### src/sv/adsr_pkg.sv
// Shared types and constants of the ADSR envelope generator.
// No dependencies; used by all adsr_* modules.
package adsr_pkg;

    localparam int LEVEL_W  = 25;
    localparam int ENV_W    = 26;
    localparam int NOTE_W   = 7;
    localparam int REQ_W    = 2;
    localparam int PHASE_W  = 3;
    localparam int CFG_AW   = 2;
    localparam int S_DATA_W = 8;
    localparam int M_DATA_W = 56;

    localparam logic [LEVEL_W-1:0] ONE = LEVEL_W'(1) << 24;
    localparam logic [LEVEL_W-1:0] SUSTAIN_RST = LEVEL_W'(15099494);

    localparam logic [REQ_W-1:0] REQ_NOTE_ON  = 2'd1;
    localparam logic [REQ_W-1:0] REQ_NOTE_OFF = 2'd2;

    localparam logic [CFG_AW-1:0] CFG_ATTACK  = 2'd0;
    localparam logic [CFG_AW-1:0] CFG_DECAY   = 2'd1;
    localparam logic [CFG_AW-1:0] CFG_RELEASE = 2'd2;
    localparam logic [CFG_AW-1:0] CFG_SUSTAIN = 2'd3;

    typedef enum logic [PHASE_W-1:0] {
        PH_IDLE    = 3'd0,
        PH_ATTACK  = 3'd1,
        PH_DECAY   = 3'd2,
        PH_SUSTAIN = 3'd3,
        PH_RELEASE = 3'd4
    } phase_t;

    typedef struct packed {
        logic [LEVEL_W-1:0] attack_step;
        logic [LEVEL_W-1:0] decay_step;
        logic [LEVEL_W-1:0] release_step;
        logic [LEVEL_W-1:0] sustain_level;
    } cfg_t;

    typedef struct packed {
        logic [LEVEL_W-1:0] level;
        phase_t             phase;
    } stage_t;

endpackage

### src/sv/adsr_cfg_regs.sv
// Configuration register file of the ADSR envelope generator.
// Depends on adsr_pkg.
module adsr_cfg_regs (
    input  logic                          aclk,
    input  logic                          aresetn,
    input  logic                          cfg_we,
    input  logic [adsr_pkg::CFG_AW-1:0]   cfg_addr,
    input  logic [adsr_pkg::LEVEL_W-1:0]  cfg_wdata,
    output adsr_pkg::cfg_t                cfg
);

    adsr_pkg::cfg_t cfg_reg;
    adsr_pkg::cfg_t cfg_next;

    always_comb begin
        cfg_next = cfg_reg;
        if (cfg_we) begin
            unique case (cfg_addr)
                adsr_pkg::CFG_ATTACK:  cfg_next.attack_step   = cfg_wdata;
                adsr_pkg::CFG_DECAY:   cfg_next.decay_step    = cfg_wdata;
                adsr_pkg::CFG_RELEASE: cfg_next.release_step  = cfg_wdata;
                adsr_pkg::CFG_SUSTAIN: cfg_next.sustain_level = cfg_wdata;
                default:               cfg_next = cfg_reg;
            endcase
        end
    end

    always_ff @(posedge aclk) begin
        if (!aresetn) begin
            cfg_reg.attack_step   <= '0;
            cfg_reg.decay_step    <= '0;
            cfg_reg.release_step  <= '0;
            cfg_reg.sustain_level <= adsr_pkg::SUSTAIN_RST;
        end else begin
            cfg_reg <= cfg_next;
        end
    end

    assign cfg = cfg_reg;

endmodule

### src/sv/adsr_phase_ctrl.sv
// Envelope FSM: phase, level and last note, one sample per cycle unless stalled.
// Registers the emitted level and phase for the shaper. Depends on adsr_pkg.
module adsr_phase_ctrl (
    input  logic                          aclk,
    input  logic                          aresetn,
    input  logic                          in_valid,
    output logic                          in_ready,
    input  logic [adsr_pkg::REQ_W-1:0]    req_type,
    input  logic [adsr_pkg::NOTE_W-1:0]   note_number,
    input  adsr_pkg::cfg_t                cfg,
    output logic                          st_valid,
    input  logic                          st_ready,
    output adsr_pkg::stage_t              st_word
);

    adsr_pkg::phase_t                phase_reg, phase_next;
    logic [adsr_pkg::LEVEL_W-1:0]    level_reg, level_next;
    logic [adsr_pkg::NOTE_W-1:0]     note_reg, note_next;
    logic                            st_valid_reg, st_valid_next;
    adsr_pkg::stage_t                st_word_reg;

    logic                            accept;
    logic                            on, off_same;
    logic [adsr_pkg::LEVEL_W-1:0]    sus;
    logic                            has_decay, full, empty, below;
    logic [adsr_pkg::LEVEL_W-1:0]    lv_base, emitted;
    logic [adsr_pkg::LEVEL_W:0]      atk_sum;

    assign in_ready = !st_valid_reg || st_ready;
    assign accept   = in_valid && in_ready;

    assign on        = (req_type == adsr_pkg::REQ_NOTE_ON);
    assign off_same  = (req_type == adsr_pkg::REQ_NOTE_OFF) && (note_number == note_reg);
    assign sus       = (cfg.sustain_level > adsr_pkg::ONE) ? adsr_pkg::ONE : cfg.sustain_level;
    assign has_decay = (sus < adsr_pkg::ONE);
    assign full      = (level_reg >= adsr_pkg::ONE);
    assign empty     = (level_reg == '0);
    assign below     = (level_reg <= sus);
    assign note_next = on ? note_number : note_reg;

    // next phase
    always_comb begin
        phase_next = phase_reg;
        unique case (phase_reg)
            adsr_pkg::PH_ATTACK: begin
                if (on)            phase_next = adsr_pkg::PH_ATTACK;
                else if (off_same) phase_next = adsr_pkg::PH_RELEASE;
                else if (full)     phase_next = has_decay ? adsr_pkg::PH_DECAY
                                                          : adsr_pkg::PH_SUSTAIN;
                else               phase_next = adsr_pkg::PH_ATTACK;
            end
            adsr_pkg::PH_DECAY: begin
                if (on)            phase_next = adsr_pkg::PH_ATTACK;
                else if (off_same) phase_next = adsr_pkg::PH_RELEASE;
                else if (below)    phase_next = adsr_pkg::PH_SUSTAIN;
                else               phase_next = adsr_pkg::PH_DECAY;
            end
            adsr_pkg::PH_SUSTAIN: begin
                if (on)            phase_next = has_decay ? adsr_pkg::PH_ATTACK
                                                          : adsr_pkg::PH_SUSTAIN;
                else if (off_same) phase_next = adsr_pkg::PH_RELEASE;
                else               phase_next = adsr_pkg::PH_SUSTAIN;
            end
            adsr_pkg::PH_RELEASE: begin
                if (on)            phase_next = adsr_pkg::PH_ATTACK;
                else if (empty)    phase_next = adsr_pkg::PH_IDLE;
                else               phase_next = adsr_pkg::PH_RELEASE;
            end
            default: begin
                phase_next = on ? adsr_pkg::PH_ATTACK : adsr_pkg::PH_IDLE;
            end
        endcase
    end

    // emitted level and level update for the new phase
    always_comb begin
        // decay landing on sustain snaps first
        lv_base = (phase_reg == adsr_pkg::PH_DECAY && phase_next == adsr_pkg::PH_SUSTAIN)
                  ? sus : level_reg;
        atk_sum = {1'b0, lv_base} + {1'b0, cfg.attack_step};
        emitted = lv_base;
        unique case (phase_next)
            adsr_pkg::PH_ATTACK:
                level_next = (atk_sum > {1'b0, adsr_pkg::ONE}) ? adsr_pkg::ONE
                                                             : atk_sum[adsr_pkg::LEVEL_W-1:0];
            adsr_pkg::PH_DECAY:
                level_next = (lv_base < cfg.decay_step) ? '0 : lv_base - cfg.decay_step;
            adsr_pkg::PH_SUSTAIN:
                level_next = sus;
            adsr_pkg::PH_RELEASE:
                level_next = (lv_base < cfg.release_step) ? '0 : lv_base - cfg.release_step;
            default: begin
                emitted    = '0;
                level_next = '0;
            end
        endcase
    end

    assign st_valid_next = in_ready ? in_valid : st_valid_reg;

    always_ff @(posedge aclk) begin
        if (!aresetn) begin
            phase_reg    <= adsr_pkg::PH_IDLE;
            level_reg    <= '0;
            note_reg     <= '0;
            st_valid_reg <= 1'b0;
        end else begin
            st_valid_reg <= st_valid_next;
            if (accept) begin
                phase_reg <= phase_next;
                level_reg <= level_next;
                note_reg  <= note_next;
            end
        end
    end

    always_ff @(posedge aclk) begin
        if (accept) begin
            st_word_reg.level <= emitted;
            st_word_reg.phase <= phase_next;
        end
    end

    assign st_valid = st_valid_reg;
    assign st_word  = st_word_reg;

endmodule

### src/sv/adsr_shaper.sv
// Output stage: squares the level into 2*level^2-1 and holds the result word.
// Depends on adsr_pkg.
module adsr_shaper (
    input  logic                           aclk,
    input  logic                           aresetn,
    input  logic                           st_valid,
    output logic                           st_ready,
    input  adsr_pkg::stage_t               st_word,
    output logic                           out_valid,
    input  logic                           out_ready,
    output logic [adsr_pkg::M_DATA_W-1:0]  out_data
);

    localparam int PAD_W = adsr_pkg::M_DATA_W - adsr_pkg::ENV_W
                           - adsr_pkg::LEVEL_W - adsr_pkg::PHASE_W;

    logic                              out_valid_reg, out_valid_next;
    logic [adsr_pkg::M_DATA_W-1:0]     out_data_reg, out_data_next;
    logic [2*adsr_pkg::LEVEL_W-2:0]    prod;
    logic [adsr_pkg::LEVEL_W-1:0]      sq;
    logic [adsr_pkg::ENV_W-1:0]        env;

    assign st_ready = !out_valid_reg || out_ready;

    // level is at most 2^24, so the square fits in 49 bits
    assign prod = (2*adsr_pkg::LEVEL_W-1)'(st_word.level)
                * (2*adsr_pkg::LEVEL_W-1)'(st_word.level);
    assign sq   = prod[48:24];
    assign env  = {sq, 1'b0} - adsr_pkg::ENV_W'(adsr_pkg::ONE);

    assign out_data_next  = {PAD_W'(0), adsr_pkg::PHASE_W'(st_word.phase), st_word.level, env};
    assign out_valid_next = st_ready ? st_valid : out_valid_reg;

    always_ff @(posedge aclk) begin
        if (!aresetn) begin
            out_valid_reg <= 1'b0;
        end else begin
            out_valid_reg <= out_valid_next;
        end
    end

    always_ff @(posedge aclk) begin
        if (st_ready && st_valid) begin
            out_data_reg <= out_data_next;
        end
    end

    assign out_valid = out_valid_reg;
    assign out_data  = out_data_reg;

endmodule

### src/sv/adsr_envelope_generator_core.sv
// ADSR envelope generator, top level.
// Depends on adsr_pkg, adsr_cfg_regs, adsr_phase_ctrl and adsr_shaper.
//
// One input word per audio sample. s_axis_tuser carries the event
// (none, note on, note off) and s_axis_tdata the note number. Each accepted
// word yields exactly one result word on m_axis: shaped envelope, linear
// level and phase.
// An accepted word passes the envelope state register, then squaring and
// the output register, to m_axis; the phase/level update is combinational.
// Throughput: one word per cycle while m_axis is not stalled.
// Configuration: cfg_we/cfg_addr/cfg_wdata write attack_step, decay_step,
// release_step and sustain_level; write only while no word is in flight.
// Reset (aresetn low, synchronous): steps to zero, sustain to its default,
// phase idle, level zero, last note zero, both stages empty.
// Stall: when m_axis_tready is low the result holds; the state stage
// takes one more word, then s_axis_tready drops until the output drains.
module adsr_envelope_generator_core (
    input  logic                           aclk,
    input  logic                           aresetn,
    input  logic                           s_axis_tvalid,
    output logic                           s_axis_tready,
    // [6:0] note_number, [7] zero
    input  logic [adsr_pkg::S_DATA_W-1:0]  s_axis_tdata,
    // [1:0] req_type
    input  logic [adsr_pkg::REQ_W-1:0]     s_axis_tuser,
    output logic                           m_axis_tvalid,
    input  logic                           m_axis_tready,
    // [25:0] envelope_out, [50:26] level_out, [53:51] phase_out, [55:54] zero
    output logic [adsr_pkg::M_DATA_W-1:0]  m_axis_tdata,
    input  logic                           cfg_we,
    input  logic [adsr_pkg::CFG_AW-1:0]    cfg_addr,
    input  logic [adsr_pkg::LEVEL_W-1:0]   cfg_wdata
);

    adsr_pkg::cfg_t    cfg;
    adsr_pkg::stage_t  st_word;
    logic              st_valid;
    logic              st_ready;

    adsr_cfg_regs u_cfg (
        .aclk      (aclk),
        .aresetn   (aresetn),
        .cfg_we    (cfg_we),
        .cfg_addr  (cfg_addr),
        .cfg_wdata (cfg_wdata),
        .cfg       (cfg)
    );

    adsr_phase_ctrl u_ctrl (
        .aclk        (aclk),
        .aresetn     (aresetn),
        .in_valid    (s_axis_tvalid),
        .in_ready    (s_axis_tready),
        .req_type    (s_axis_tuser),
        .note_number (s_axis_tdata[adsr_pkg::NOTE_W-1:0]),
        .cfg         (cfg),
        .st_valid    (st_valid),
        .st_ready    (st_ready),
        .st_word     (st_word)
    );

    adsr_shaper u_shaper (
        .aclk      (aclk),
        .aresetn   (aresetn),
        .st_valid  (st_valid),
        .st_ready  (st_ready),
        .st_word   (st_word),
        .out_valid (m_axis_tvalid),
        .out_ready (m_axis_tready),
        .out_data  (m_axis_tdata)
    );

endmodule

### config.mk
export PLATFORM = sky130hd
export DESIGN_NAME = adsr_envelope_generator_core
export DESIGN_NICKNAME = d
export VERILOG_FILES = /design/src/sv/adsr_pkg.sv /design/src/sv/adsr_cfg_regs.sv /design/src/sv/adsr_phase_ctrl.sv /design/src/sv/adsr_shaper.sv /design/src/sv/adsr_envelope_generator_core.sv
export SDC_FILE = /design/constraint.sdc
export NUM_CORES = 2
export LEC_CHECK = 0
export ABC_AREA = 1
export BUFFER_PORTS_ARGS = -buffer_cell sky130_fd_sc_hd__buf_2
export CORE_ASPECT_RATIO = 0.7
export CORE_MARGIN = 2
export CORE_UTILIZATION = 50
export DETAILED_ROUTE_END_ITERATION = 8
export PLACE_DENSITY_LB_ADDON = 0.1
export SYNTH_ARGS = -nofsm -noshare
export SYNTH_HDL_FRONTEND = slang
export SYNTH_SLANG_ARGS = --single-unit
### constraint.sdc
create_clock -name aclk -period 7.9 [get_ports aclk]
set_input_delay 0 -clock aclk [delete_from_list [all_inputs] [get_ports aclk]]
set_output_delay 0 -clock aclk [all_outputs]
set_load 0.005 [all_outputs]
== Word-level counts from Yosys, hierarchy flattened ==
Index checks and enable logic that the tools add are counted.
Widths: inputs -> output; s select.
Word-level totals
  register bits: 219
  input port bits: 42
Cells by class
  equality and inequality tests: 14
  multiply operators: 1
  magnitude comparators: 7
  muxes and demuxes: 20
  add/sub/neg operators: 4
  reduce and logical (&&, ||, !) cells: 16
Operator list (count)
  $mux 25: 5
  $pmux 25 s4: 1
  $lt 25x25->1: 2
  $sub 25x25->25: 2
  $mul 25x25->49: 1
  $mux 3: 9
  $add 25x25->26: 1
  $gt 26x25->1 const B: 1
  $sub 26x25->26 const B: 1
  $ge 25x25->1 const B: 1
  $gt 25x25->1 const B: 1
  $le 25x25->1: 1
  $logic_not 25->1: 1
  $lt 25x25->1 const B: 1
  $eq 3x2->1 const B: 4
  $pmux 3 s4: 1
  $reduce_and 2->1: 5
  $eq 7x7->1: 1
  $eq 2x2->1 const B: 3
  $eq 3x1->1 const B: 2
  $eq 3x3->1 const B: 2
  $eq 2x1->1 const B: 2
  $logic_and 1x1->1: 4
  $reduce_or 4->1: 1
  5 further kinds: 9

== Longest topological paths before layout ==
  depth in word-level cells: 15
  depth in mapped cells: 50
  mapped depth without buffers: 47

== By module ==
A second synthesis with hierarchy kept.
Second synthesis, totals
  cell total of the unflattened synthesis: 4726
  area, all modules: 34224.1 µm²
Modules (own cells, without submodules)
  adsr_shaper: sequential area each 1611.5 µm², instances 1, area each 20312.0 µm², cells an instance 2443
  adsr_phase_ctrl: sequential area each 1561.5 µm², instances 1, area each 9844.4 µm², cells an instance 1665
  adsr_cfg_regs: sequential area each 2001.9 µm², instances 1, area each 4067.7 µm², cells an instance 618

== Least setup slack after synthesis ==
No wires, ideal clock.
  path kind: register to register
  from: register u_ctrl.st_word_reg (netlist bit u_ctrl.st_word[20])
  to: register u_shaper.out_data_reg (netlist bit u_shaper.out_data[25]), data pin
  clock period less this slack: 6.514 ns
  setup time: 0.260 ns
  stages on the path, launching flop included: 27
  buffers on the path: 2
  slack: 1.386 ns
  required time: 7.640 ns
  arrival: 6.254 ns
  path through: edfxtp_1 clkbuf_1 clkbuf_1 nand2_1 fa_1 inv_1 fa_1 fa_1 inv_1 fa_1 inv_1 fa_1 inv_1 fa_1 inv_1 fa_1 ha_1 nand2_1 nor2_1 nand2_1 nor4_1 nand2_1 o211ai_1 a21boi_0 o21ai_0 xnor2_1 xnor2_1
Between the ends
  cells in the longest elaborated chain, start to end: 2
RTL lines
  start: declaration: line adsr_phase_ctrl.sv:20  | adsr_pkg::stage_t st_word_reg;
  $mul 25x25->49: line adsr_shaper.sv:27  | * (2*adsr_pkg::LEVEL_W-1)'(st_word.level);
  $sub 26x25->26: line adsr_shaper.sv:29  | assign env = {sq, 1'b0} - adsr_pkg::ENV_W'(adsr_pkg::ONE);
  via u_shaper.env (one bit): line adsr_shaper.sv:21  | logic [adsr_pkg::ENV_W-1:0] env;
  end signal: assignment: line adsr_shaper.sv:44  | out_data_reg <= out_data_next;
  end: declaration: line adsr_shaper.sv:18  | logic [adsr_pkg::M_DATA_W-1:0] out_data_reg, out_data_next;
The timed path passes the listed nets, and every way through them passes these cells.
A chain may end at the register's enable or synchronous reset.

== Worst setup path after layout ==
  from: register u_cfg.cfg_reg (netlist bit u_cfg.cfg[17])
  to: register u_ctrl.level_reg[0] in the netlist's numbering
Between the ends
  cells in the longest elaborated chain, start to end: 15
  elaborated cells between the ends (all ways): 30
  classes of those cells: add/sub: 3; order compare: 6; eq/ne: 4; mux: 16; reduce/logical: 1
RTL lines
  start: declaration: line adsr_cfg_regs.sv:12  | adsr_pkg::cfg_t cfg_reg;
  start signal: assignment: line adsr_cfg_regs.sv:35  | cfg_reg <= cfg_next;
  $gt 25x25->1: line adsr_phase_ctrl.sv:34  | assign sus = (cfg.sustain_level > adsr_pkg::ONE) ? adsr_pkg::ONE : cfg.sustain_level;
  $mux 25 *: line adsr_phase_ctrl.sv:34
  $lt 25x25->1: line adsr_phase_ctrl.sv:35  | assign has_decay = (sus < adsr_pkg::ONE);
  $mux 1: line adsr_phase_ctrl.sv:48  | else if (full) phase_next = has_decay ? adsr_pkg::PH_DECAY
  $mux 3: line adsr_phase_ctrl.sv:48
  $mux 3: line adsr_phase_ctrl.sv:47  | else if (off_same) phase_next = adsr_pkg::PH_RELEASE;
  $mux 3: line adsr_phase_ctrl.sv:46  | if (on) phase_next = adsr_pkg::PH_ATTACK;
  $pmux 3 s4: line adsr_phase_ctrl.sv:44  | unique case (phase_reg)
  $eq 3x2->1: line adsr_phase_ctrl.sv:78  | lv_base = (phase_reg == adsr_pkg::PH_DECAY && phase_next == adsr_pkg::PH_SUSTAIN)
  $logic_and 1x1->1: line adsr_phase_ctrl.sv:78
  $mux 25 *: line adsr_phase_ctrl.sv:79  | ? sus : level_reg;
  via u_ctrl.lv_base (one bit): line adsr_phase_ctrl.sv:26  | logic [adsr_pkg::LEVEL_W-1:0] lv_base, emitted;
  $add 25x25->26: line adsr_phase_ctrl.sv:80  | atk_sum = {1'b0, lv_base} + {1'b0, cfg.attack_step};
  $gt 26x25->1: line adsr_phase_ctrl.sv:84  | level_next = (atk_sum > {1'b0, adsr_pkg::ONE}) ? adsr_pkg::ONE
  $mux 25: line adsr_phase_ctrl.sv:84
  $pmux 25 s4 *: line adsr_phase_ctrl.sv:82  | unique case (phase_next)
  end signal: assignment: line adsr_phase_ctrl.sv:111  | level_reg <= level_next;
  end: declaration: line adsr_phase_ctrl.sv:17  | logic [adsr_pkg::LEVEL_W-1:0] level_reg, level_next;
Mark *: on every way through the listed nets, which the timed path passes. The rest lies on a longest branch.

==> results by stage <==
GRT:
- The total overflow left after global routing is 0.
- The number of global-route vias before repair is 27467.
- The first-pass GRT wire length is 158200 µm.
- The initial antenna violation count was 2.
- Across every metal layer, demand over resource in global routing totals 0.3090.
- Entering global routing, the biggest net connects 58 pins.

Floorplanning:
- The die width is 307.6 µm.
- The height of the die is 216.5 µm.
- For this configuration, the core starts out at a cell density of 0.5081.
- The floorplan step defined a die boundary enclosing 66600 µm².
- The floorplan step defined a core boundary enclosing 63490 µm².
- Row generation in the floorplan step produced 77 rows.
- The I/O pin total is 100.

Clock network:
- The total number of clock tree sinks is 218.
- TritonCTS built the clock tree.
- Clock-pin slew was measured on the worst setup and hold paths at 70 ps.
- The longest clock path from root to sink contains 3 buffers.
- The clock root buffer is sky130_fd_sc_hd__clkbuf_16.
- Clock latency on the worst-skew pair, taken at its later pin, is 550 ps.
- In this run the number of H-tree levels came out at 1.
- The total CTS buffers is 24.

Yosys:
- Yosys mapped the design onto 49 distinct sky130hd cell types.
- The per-instance average area after synthesis is 7.712 µm².
- The share of the Yosys chip area taken by registers is 0.1604.
- The synthesized design contains 81 enable-type register cells.
- Summed over all instances, the cell type with the most area after synthesis is sky130_fd_sc_hd__fa_1.
- The count of synthesis-stage warnings from yosys is 0.
- In the synthesized netlist, the cells that appear most often are sky130_fd_sc_hd__inv_1, sky130_fd_sc_hd__nand2_1, sky130_fd_sc_hd__fa_1, sky130_fd_sc_hd__a21oi_1, sky130_fd_sc_hd__ha_1.
- Ranked by total cell area, the synthesized netlist is headed by sky130_fd_sc_hd__fa_1, sky130_fd_sc_hd__inv_1, sky130_fd_sc_hd__ha_1.
- For this run, the leading register cell type out of synthesis is sky130_fd_sc_hd__dfxtp_1.
- The post-synthesis sequential element count is 218.
- Counting flops with an async set or reset pin after synthesis yields a share of 0.
- The proportion of netlist area held by the largest area contributor is 0.2904.
- The post-synth design cell area is 32260 µm².
- The count of mapped cells out of synthesis is 4183.
- In the post-synthesis netlist, the cell with the most instances is sky130_fd_sc_hd__inv_1.

Timing:
- On the final layout, the worst clock skew is 17.93 ps.
- The final-report max-slew violation count is 0.
- The final hold violation count is 0.
- The highest attainable clock frequency is 133.5 MHz.
- Setup repair after global routing left no endpoint under its margin.
- For the pin with the worst max-slew slack, the measured transition is 1234 ps.
- The final sum of negative setup slack is 0 ps.
- The final critical-path required period is 7489 ps.
- The worst relative slew slack is 0.1777.
- Dividing the final minimum period by the clock period gives 0.9480.
- The final-report setup violation count is 0.

Worst setup path:
- The critical path is of the reg2reg type.
- The largest single stage delay on the critical path is 390 ps.
- The data arrival at the endpoint of the critical path is 7950 ps.
- The maximum fanout along the worst path is 23.
- The worst setup path is captured at a flop.
- The worst-path cell with the longest stage delay is sky130_fd_sc_hd__a21oi_1.
- Counting stages on the worst path, the most repeated cell is sky130_fd_sc_hd__nand2_1.
- STA classifies the critical path startpoint as a flop.
- The data required time at the worst endpoint is 8360 ps.

Power:
- The analysis attributes to cell leakage a power of 20.86 nW.
- VDD sags by at most 0.0005896 V.
- The power density of the placed cells is 277.9 nW/µm².

Final layout:
- The count of nets after finishing is 5378.
- Excluding fillers, the count of instances in the completed layout stands at 5431.
- The antenna diode count is 0.
- The area growth from synthesis to layout is 15.79%.
- Of the cells placed in the final design, the portion with a size suffix greater than 1 is 0.1323.
- The register with the most flip-flops in the layout has 100 of them.

Placed design:
- The number of instances in the placed design is 5348.
- During placement, the flow inserted port buffers numbering 95.
- The HPWL after detailed placement is 82170 µm.
- The weighted congestion reported at the end of routability-driven placement is 1.035.

Min path:
- The type of the most critical hold path is in2reg.

Drt:
- In the routed design, unresolved DRC markers number 0.
- The via count of the routed design is 28220.
- The first detailed-routing pass took 9 iterations.
- The total length of routed wires is 99770 µm.
- Using the TritonRoute via totals, the vias-per-cell ratio works out to 5.196.
- The post-detailed-route wirelength per cell is 18.37 µm.
- The number of DRC markers in iteration 0 is 2667.
- The number of nets with antenna violations after detailed routing is 0.

Outcome:
- The flow ran to the end, and the final reports show no timing, DRC or antenna violations.

Run:
- The tool flagged a number of max-cap violations equal to 0.
==> power breakdown <==
group | total (mW) | switching [mW] | leakage (nW) | internal (mW)
logic | 7.62 | 5.05 | 18.6 | 2.58
clock network | 1.21 | 0.518 | 0.395 | 0.693
registers | 1.54 | 0.0718 | 1.91 | 1.47
total | 10.4 | 5.64 | 20.9 | 4.74
==> what timing repair did <==
action,in CTS,in global routing
setup endpoints to repair,0,23
hold buffers,38,0
setup buffers,0,1
gates resized for setup,0,11
hold endpoints to repair,109,0
==> critical path, delay by kind of cell (launching register included) <==
kind | cells | cell delay (ps)
AND/OR/NAND/NOR | 32 | 4070
buffers and inverters | 12 | 1830
adder cells (fa/ha/maj) | 2 | 570
AO/OA/AOI/OAI | 2 | 540
flip-flops | 1 | 300
==> cell families (layout without fill, tap and decap cells) <==
logic type,Yosys count,in the layout,synth area share
adder cells (fa/ha/maj),752,752,0.4006
other,1,3,0.0001162
XOR/XNOR,66,66,0.01792
buffers and inverters,1235,1652,0.1467
AO/OA/AOI/OAI,567,567,0.09495
AND/OR/NAND/NOR,1344,1344,0.1793
flip-flops,218,218,0.1604
==> per-stage QoR <==
| step | utilization | hold slack, ps | setup slack (ps) | area, µm² | power, mW |
|---|---|---|---|---|---|
| floorplan | - | 126.4 | 1386 | 32270 | 6.235 |
| global placement | 0.5687 | 274.2 | 645.3 | 36110 | 8.863 |
| detailed placement | 0.5687 | 284.8 | 649.3 | 36110 | 8.871 |
| CTS | 0.5875 | 7.261 | 632.8 | 37300 | 10.17 |
| global route | 0.5883 | 60.99 | 10.30 | 37350 | 11.24 |
| finish | 0.5883 | 24.68 | 411.1 | 37350 | 10.38 |
==> layout by cell type (no fill, tap or decap), types with 39 or more instances in the layout <==
cell type and count:
sky130_fd_sc_hd__inv_1 1089, sky130_fd_sc_hd__nand2_1 785, sky130_fd_sc_hd__fa_1 468, sky130_fd_sc_hd__buf_4 367
sky130_fd_sc_hd__a21oi_1 291, sky130_fd_sc_hd__ha_1 284, sky130_fd_sc_hd__nor2_1 224, sky130_fd_sc_hd__o21ai_0 175
sky130_fd_sc_hd__dfxtp_1 137, sky130_fd_sc_hd__nand3_1 134, sky130_fd_sc_hd__buf_2 95, sky130_fd_sc_hd__edfxtp_1 81
sky130_fd_sc_hd__nand4_1 42, sky130_fd_sc_hd__xor2_1 39, sky130_fd_sc_hd__or2_2 39
==> metal layers <==
metal | wire length, µm | GRT usage | up-vias | share of wire
met4 | 925 | 0.02943 | 2 | 0.0093
met3 | 11230 | 0.07794 | 71 | 0.11
met5 | 7 | 0 | - | 0.000070
li1 | - | - | 13561 | -
met2 | 36980 | 0.4042 | 1111 | 0.37
met1 | 50640 | 0.5143 | 13475 | 0.51
==> layout make-up <==
| class | instances | area [µm²] |
|---|---|---|
| clock inverters | 15 | 152.6 |
| flip-flops and latches | 218 | 5175 |
| repair buffers | 509 | 3782 |
| clock buffers | 29 | 660.6 |
| inverters | 1099 | 4125 |
| well taps | 829 | 1037 |
| multi-input cells | 2732 | 22420 |
| fillers | 5928 | 26140 |
==> path summary, 6_finish.rpt <==
kind	end	from	depth (start not counted)	slack (ps)
max	u_ctrl.level_reg[0]	u_cfg.cfg[17]	48	410
min	u_ctrl.st_valid	s_axis_tvalid	4	20
max reg2reg	u_ctrl.level_reg[0]	u_cfg.cfg[17]	48	410
min reg2reg	u_shaper.out_data[53]	u_ctrl.st_word[2]	0	430
(Power assumes the default switching activity.)
